===== config.mk =====
export PLATFORM = sky130hd
export DESIGN_NAME = weighted_valid_select_top
export DESIGN_NICKNAME = d
export VERILOG_FILES = /design/src/hdl/wvs_pkg.sv /design/src/hdl/wvs_rem.sv /design/src/hdl/weighted_valid_select_top.sv
export SDC_FILE = /design/constraint.sdc
export NUM_CORES = 1
export LEC_CHECK = 0
export BUFFER_PORTS_ARGS = -buffer_cell sky130_fd_sc_hd__clkbuf_2
export CAP_MARGIN = 25
export CORE_MARGIN = 5
export CORE_UTILIZATION = 56
export CTS_CLUSTER_DIAMETER = 30
export DETAILED_ROUTE_END_ITERATION = 8
export GPL_TIMING_DRIVEN = 0
export PLACE_DENSITY = 0.83
export RECOVER_POWER = 25
export SYNTH_ARGS = -nofsm -noshare
export SYNTH_HDL_FRONTEND = slang
export SYNTH_SLANG_ARGS = --single-unit

===== constraint.sdc =====
create_clock -name clk -period 6 [get_ports clk]
set_input_delay 0.6 -clock clk [delete_from_list [all_inputs] [get_ports clk]]
set_output_delay 0.6 -clock clk [all_outputs]
set_load 0.005 [all_outputs]

===== src/hdl/wvs_pkg.sv =====
package wvs_pkg;

  localparam int SLOTS       = 16;
  localparam int WEIGHT_BITS = 16;
  localparam int SLOT_BITS   = $clog2(SLOTS);
  localparam int CNT_BITS    = $clog2(SLOTS + 1);
  // largest running sum is SLOTS * (2**WEIGHT_BITS - 1)
  localparam int SUM_BITS    = WEIGHT_BITS + SLOT_BITS;
  localparam int VALUE_BITS  = 64;
  // quotient bits retired per cycle by the remainder unit
  localparam int REM_DIGIT   = 2;

  localparam logic [1:0] KIND_WRITE   = 2'd0;
  localparam logic [1:0] KIND_REBUILD = 2'd1;
  localparam logic [1:0] KIND_PICK    = 2'd2;

  typedef struct packed {
    logic [1:0]             kind;
    logic [SLOT_BITS-1:0]   slot;
    logic [WEIGHT_BITS-1:0] weight;
    logic                   connected;
    logic [VALUE_BITS-1:0]  pick_value;
  } req_t;

  typedef struct packed {
    logic                 found;
    logic [SLOT_BITS-1:0] chosen_slot;
    logic [CNT_BITS-1:0]  active_count;
  } rsp_t;

endpackage


===== src/hdl/wvs_rem.sv =====
module wvs_rem (
  input  logic                          clk,
  input  logic                          rst,
  input  logic                          start,
  input  logic [wvs_pkg::VALUE_BITS-1:0] dividend,
  input  logic [wvs_pkg::SUM_BITS-1:0]   divisor,
  output logic                          done,
  output logic [wvs_pkg::SUM_BITS-1:0]   rem
);
  import wvs_pkg::*;

  localparam int STEPS     = VALUE_BITS / REM_DIGIT;
  localparam int STEP_BITS = $clog2(STEPS);

  logic                  busy;
  logic [STEP_BITS-1:0]  cnt;
  logic [VALUE_BITS-1:0] shreg;
  logic [SUM_BITS-1:0]   dvs;
  logic [SUM_BITS-1:0]   rem_next;

  // one restoring step: shift in a dividend bit, subtract if it fits
  function automatic logic [SUM_BITS-1:0] rem_step(input logic [SUM_BITS-1:0] r,
                                                   input logic                b,
                                                   input logic [SUM_BITS-1:0] d);
    logic [SUM_BITS:0] t;
    t = {r, b};
    if (t >= {1'b0, d}) begin
      t = t - {1'b0, d};
    end
    return t[SUM_BITS-1:0];
  endfunction

  always_comb begin
    rem_next = rem;
    for (int i = 0; i < REM_DIGIT; i++) begin
      rem_next = rem_step(rem_next, shreg[VALUE_BITS-1-i], dvs);
    end
  end

  always_ff @(posedge clk) begin
    if (rst) begin
      busy <= 1'b0;
      done <= 1'b0;
      cnt  <= '0;
    end else begin
      done <= 1'b0;
      if (start) begin
        busy  <= 1'b1;
        cnt   <= '0;
        shreg <= dividend;
        dvs   <= divisor;
        rem   <= '0;
      end else if (busy) begin
        rem   <= rem_next;
        shreg <= shreg << REM_DIGIT;
        cnt   <= cnt + 1'b1;
        if (cnt == STEP_BITS'(STEPS - 1)) begin
          busy <= 1'b0;
          done <= 1'b1;
        end
      end
    end
  end

  a_rem_below_divisor: assert property (@(posedge clk) disable iff (rst)
    done |-> rem < dvs)
    else $error("remainder not below divisor");

endmodule


===== src/hdl/weighted_valid_select_top.sv =====
// Weighted target selector over 16 slots. A write word sets one slot's weight and
// connected flag and answers through ST_DONE. A rebuild word walks the slots one
// per cycle, packing connected ones into the active list with running weight sums.
// A pick word reduces pick_value modulo the total weight in a bit-serial remainder
// unit retiring 2 bits per cycle, then walks the active list one entry per cycle
// to find the first running sum above the remainder, then scans circularly for a
// slot that is still connected. An empty list or zero total answers not-found
// without the remainder unit or the walks. One word is in work at a time; the next
// is taken while a finished result still waits on rsp.
module weighted_valid_select_top (
  input  logic          clk,
  input  logic          rst,
  input  logic          req_valid,
  output logic          req_stall,
  input  wvs_pkg::req_t req,
  output logic          rsp_valid,
  input  logic          rsp_stall,
  output wvs_pkg::rsp_t rsp
);
  import wvs_pkg::*;

  typedef enum logic [5:0] {
    ST_IDLE   = 6'b000001,
    ST_BUILD  = 6'b000010,
    ST_DIV    = 6'b000100,
    ST_SEARCH = 6'b001000,
    ST_SCAN   = 6'b010000,
    ST_DONE   = 6'b100000
  } state_t;

  state_t state;

  logic [WEIGHT_BITS-1:0] slot_weight [SLOTS];
  logic [SLOTS-1:0]       slot_connected;
  logic [SLOT_BITS-1:0]   active_slot [SLOTS];
  logic [SUM_BITS-1:0]    running_sum [SLOTS];
  logic [CNT_BITS-1:0]    active_len;
  logic [SUM_BITS-1:0]    total;

  logic [SLOT_BITS-1:0]   idx;
  logic [CNT_BITS-1:0]    build_n;
  logic [SUM_BITS-1:0]    acc;
  logic [CNT_BITS-1:0]    scan_cnt;
  rsp_t                   res;

  logic                   accept;
  logic                   rem_start;
  logic                   rem_done;
  logic [SUM_BITS-1:0]    rem_val;
  logic                   cur_conn;
  logic [SUM_BITS-1:0]    sum_add;
  logic [CNT_BITS-1:0]    build_n_inc;
  logic                   last_slot;
  logic [CNT_BITS-1:0]    len_last;
  logic                   at_last;
  logic [SLOT_BITS-1:0]   idx_wrap;
  logic [SLOT_BITS-1:0]   scan_slot;
  logic                   pick_empty;

  assign req_stall = (state != ST_IDLE);
  assign accept    = req_valid && !req_stall;

  assign cur_conn    = slot_connected[idx];
  assign sum_add     = acc + SUM_BITS'(slot_weight[idx]);
  assign build_n_inc = build_n + CNT_BITS'(cur_conn);
  assign last_slot   = (idx == SLOT_BITS'(SLOTS - 1));
  assign len_last    = active_len - 1'b1;
  assign at_last     = (CNT_BITS'(idx) == len_last);
  assign idx_wrap    = at_last ? '0 : idx + 1'b1;
  assign scan_slot   = active_slot[idx];
  assign pick_empty  = (active_len == '0) || (total == '0);
  assign rem_start   = accept && (req.kind == KIND_PICK) && !pick_empty;

  wvs_rem u_rem (
    .clk      (clk),
    .rst      (rst),
    .start    (rem_start),
    .dividend (req.pick_value),
    .divisor  (total),
    .done     (rem_done),
    .rem      (rem_val)
  );

  // slot weights and the active list: no reset, weights only read for
  // connected slots, list entries only read below active_len
  always_ff @(posedge clk) begin
    if (accept && req.kind == KIND_WRITE) begin
      slot_weight[req.slot] <= req.weight;
    end
    if (state == ST_BUILD && cur_conn) begin
      active_slot[build_n[SLOT_BITS-1:0]] <= idx;
      running_sum[build_n[SLOT_BITS-1:0]] <= sum_add;
    end
  end

  always_ff @(posedge clk) begin
    if (rst) begin
      state          <= ST_IDLE;
      slot_connected <= '0;
      active_len     <= '0;
      total          <= '0;
      rsp_valid      <= 1'b0;
    end else begin
      // ST_DONE reloads the output itself
      if (rsp_valid && !rsp_stall && state != ST_DONE) begin
        rsp_valid <= 1'b0;
      end
      unique case (state)
        ST_IDLE: begin
          if (accept) begin
            res <= '{found: 1'b0, chosen_slot: '0, active_count: active_len};
            unique case (req.kind)
              KIND_WRITE: begin
                slot_connected[req.slot] <= req.connected;
                state <= ST_DONE;
              end
              KIND_REBUILD: begin
                idx     <= '0;
                build_n <= '0;
                acc     <= '0;
                state   <= ST_BUILD;
              end
              KIND_PICK: begin
                state <= pick_empty ? ST_DONE : ST_DIV;
              end
              default: begin
                state <= ST_DONE;
              end
            endcase
          end
        end
        ST_BUILD: begin
          if (cur_conn) begin
            acc <= sum_add;
          end
          build_n <= build_n_inc;
          idx     <= idx + 1'b1;
          if (last_slot) begin
            active_len <= build_n_inc;
            total      <= cur_conn ? sum_add : acc;
            res        <= '{found: 1'b0, chosen_slot: '0, active_count: build_n_inc};
            state      <= ST_DONE;
          end
        end
        ST_DIV: begin
          if (rem_done) begin
            idx   <= '0;
            state <= ST_SEARCH;
          end
        end
        ST_SEARCH: begin
          // running sums never decrease, so the first one above rem is the start
          if (running_sum[idx] > rem_val) begin
            scan_cnt <= '0;
            state    <= ST_SCAN;
          end else if (at_last) begin
            state <= ST_DONE;
          end else begin
            idx <= idx + 1'b1;
          end
        end
        ST_SCAN: begin
          // list may be stale: check the slot's current flag
          if (slot_connected[scan_slot]) begin
            res   <= '{found: 1'b1, chosen_slot: scan_slot, active_count: active_len};
            state <= ST_DONE;
          end else if (scan_cnt == len_last) begin
            state <= ST_DONE;
          end else begin
            idx      <= idx_wrap;
            scan_cnt <= scan_cnt + 1'b1;
          end
        end
        ST_DONE: begin
          if (!rsp_valid || !rsp_stall) begin
            rsp       <= res;
            rsp_valid <= 1'b1;
            state     <= ST_IDLE;
          end
        end
        default: begin
          state <= ST_IDLE;
        end
      endcase
    end
  end

  a_notfound_zero_slot: assert property (@(posedge clk) disable iff (rst)
    rsp_valid && !rsp.found |-> rsp.chosen_slot == '0)
    else $error("not-found word carries a slot");

  a_div_nonempty: assert property (@(posedge clk) disable iff (rst)
    state == ST_DIV |-> active_len != '0 && total != '0)
    else $error("remainder started on empty list or zero total");

  a_scan_bounded: assert property (@(posedge clk) disable iff (rst)
    state == ST_SCAN |-> scan_cnt < active_len && CNT_BITS'(idx) < active_len)
    else $error("scan beyond active list");

  a_count_range: assert property (@(posedge clk) disable iff (rst)
    rsp_valid |-> rsp.active_count <= CNT_BITS'(SLOTS))
    else $error("active count out of range");

endmodule


==> summary.md <==
| Metric | Value |
|---|---|
| Met3 Track Usage GR | 0.08398 |
| Setup crit start kind | flip-flop |
| Max incr delay on CP | 0.58 ns |
| Clk_skew | 0.05725 ns |
| Post-synth EDFFs | 798 |
| Number of max-cap violations | 1 |
| CORE AREA | 65510 um2 |
| Main synth FF type | edfxtp_1 |
| Pre-antenna DRT Iters | 7 |
| DR WL/cell | 30.44 um |
| CTS Sinks | 857 |
| Area contributors post-synth | edfxtp_1 (65%), mux4_2 (12%), dfxtp_1 (3.2%) |
| Top-area cell type share of the netlist area | 0.6510 |
| GPL Wtd Cong | 0.9173 |
| Post-DRT Antenna Nets | 0 |
| CTS tree | built |
| IO Pins | slightly above 100 |
| CP endpoint kind | flip-flop |
| Met2 usage | 0.5002 |
| Max clock buf depth | 3 |
| Port Buffers | 102 |
| Share of layout cells above drive strength 1 | 0.2478 |
| Worst-skew pair later-pin latency | ~0.75 ns |
| CTS buffer count | 136 |
| Slowest-stage cell, CP | mux4_2 |
| P per Cell Area | approximately 400 nW/um2 |
| Chip width | approximately 270 um |
| Die H | 266.4 um |
| Yosys reg bits | 857 |
| Row count | 94 |
| First-pass GRT wire length | 154800 um |
| Fillers | roughly 3900 |
| Pin count of the biggest net entering global routing | 33 |
| Initial Utilization | 0.5619 |
| CP cell instances | buf_6, buf_1, clkbuf_2, mux4_2, mux4_2, ha_1, inv_1, fa_1, nor2b_1, o21a_1, o21ai_0, a21oi_1, a31oi_1, o21bai_1, a21oi_1, xnor2_2, mux2i_1, nor2_1 |
| Register area share after synthesis | 0.6831 |
| Global route overflow | 0 |
| Top cell type by total area after synthesis | edfxtp_1 |
| Lkg Pwr | 15.30 nW |
| Status | finished with violations |
| Crit path max fanout | 19 |
| Maximum clock rate | 170.1 MHz |
| GR Layer Usage met1 | 0.3538 |
| Synth warn | 0 |
| Final hold viol count | 0 |
| Tmin final | ~6 ns |
| RSZ-0062 raised after global routing | false |
| # setup viols final | 0 |
| Post-DP HPWL | 60670 um |
| Ys async rst share | 0 |
| Setup Total Neg Slack | 0 ns |
| Clk slew on worst S/H paths | 0.06 ns |
| Vias/cell | 6.619 |
| Slew headroom | -0.001601 |
| Failing checks | max-capacitance violations, max-slew violations |
| Worst hold path class | primary input to flip-flop |
| Mapped Cells | 2232 |
| Mapped Area | 36810 um2 |
| Syn Nets | 2410 |
| DR iter-0 viols | 3218 |
| Final setup margin | ~0.12 ns |
| H-Tree Depth | 4 |
| Hold path startpoint | req[10] |
| Syn avg cell area | 16.49 um2 |
| VDD IR max | 0.0003476 V |
| Max Slew Vio Count | 1 |
| DRT Wirelength | 106900 um |
| Tot GR Track Use | 0.2981 |
| Final core occ | 0.6732 |
| Commonest non-fill, non-tap cell in the layout | edfxtp_1 |
| Setup CP Type | flip-flop to flip-flop |
| Post-place setup slack | -0.5757 ns |
| Total power | 0.01723 W |
| Die Area | approximately 71000 um2 |
| Layout Cells excl Fill | 3510 |
| Final worst path period share | 0.9798 |
| Initial antenna violation count | 5 |
| Residual DRC | 0 |
| CTS Root Cell | clkbuf_16 |
| Layout area overhead | 19.81% |
| Busiest metal layer after global routing | met2 |
| Post-synthesis cell type count | 71 |
| Least-Margin Pin Slew | 1.493 ns |
| Post-CTS Hold Buffers | 0 |
| Critical path arrival | 6.35 ns |
| Worst EP required | 6.47 ns |
| Via Count | 23233 |
| Final-stage net count | ~2700 |
| Leading cell types in the layout, fill and taps excluded | edfxtp_1 (798), nand2_1 (244), mux4_2 (196), clkbuf_16 (136), nor2_1 (126) |
| Cells after DPL | 3252 |
| Vias in the first global route | ~24000 |
registers in the layout (all words and copies together) (netlist names), 16 cells and up, named ones only:
| register | flops |
|---|---|
| acc | 20 |
| active_slot | 64 |
| running_sum | 320 |
| slot_connected | 16 |
| slot_weight | 256 |
| total | 20 |
| u_rem.dvs | 20 |
| u_rem.rem | 20 |
| u_rem.shreg | 64 |
kinds of logic (layout without fill, tap and decap cells):
logic type / Yosys count / after routing / synth area share
compound gates: 235 / 235 / 0.04076
xor+xnor: 78 / 78 / 0.01856
fa+ha+maj: 87 / 87 / 0.03019
buf+inv: 162 / 573 / 0.01737
flops: 857 / 857 / 0.6831
mux: 266 / 266 / 0.1438
other cells: 0 / 3 / 0
simple gates: 547 / 547 / 0.06625
area by class of cell:
| type | instances | area (um2) | area share |
|---|---|---|---|
| flip-flops and latches | 857 | 25140 | 0.5701 |
| multi-input cells | 1213 | 11330 | 0.2569 |
| clock buffers | 154 | 3481 | 0.07893 |
| repair buffers | 164 | 1276 | 0.02894 |
| clock inverters | 97 | 1090 | 0.02471 |
| well taps | 864 | 1081 | 0.02451 |
| plain buffers | 96 | 459.2 | 0.01041 |
| inverters | 62 | 232.7 | 0.005277 |
| diodes | 3 | 7.507 | 0.0001702 |
Yosys cell counts, types with 31 or more instances:
cell and number:
edfxtp_1 798, nor2_1 152, ha_1 84, xor2_1 34, clkbuf_1 67, dfxtp_1 59, inv_1 61, a21oi_1 75
mux2i_1 52, mux4_2 196, nand2_1 244, o21ai_0 48, xnor2_1 44, nand3_1 31
critical path, delay by kind of cell (launching register included):
| kind | cells | cell delay, ns |
|---|---|---|
| adder cells (fa/ha/maj) | 2 | 0.50 |
| buffers and inverters | 4 | 1.46 |
| AO/OA/AOI/OAI | 6 | 1.50 |
| XOR/XNOR | 1 | 0.20 |
| flip-flops | 1 | 0.44 |
| multiplexers | 3 | 1.32 |
| AND/OR/NAND/NOR | 2 | 0.18 |
timing repair:
item                                    in CTS  in global routing
resized for setup                           44                 19
pin swaps                                    1                  1
endpoints found under the setup margin     195                106
buffers inserted                             2                  0
stage by stage:
stage / hold WS [ns] / area, um2
floorplan: 0.4003 / 36810
global placement: 0.4025 / 38400
detailed placement: 0.4080 / 39320
CTS: 0.1182 / 44030
global route: 0.1486 / 44090
finish: 0.1377 / 44100
final timing paths:
| kind | slack (ns) | cells past startpoint | to |
|---|---|---|---|
| hold / removal | 0.14 | 3 | u_rem.shreg[10] |
| hold reg to reg | 0.42 | 0 | rsp[8] |
| setup / recovery | 0.12 | 18 | acc[12] |
| setup reg to reg | 0.12 | 18 | acc[12] |
layer usage:
metal	up-vias	routed length, um
met5	-	12
met1	11544	35230
met4	2	6305
li1	9358	-
met3	461	11510
met2	1868	53790
power by group:
part	total [W]	internal, W	switching, W
Clock	0.00787	0.00470	0.00317
Sequential	0.00702	0.00698	0.0000374
Combinational	0.00234	0.000822	0.00152
Total	0.0172	0.0125	0.00473
(Power assumes the default switching activity.)
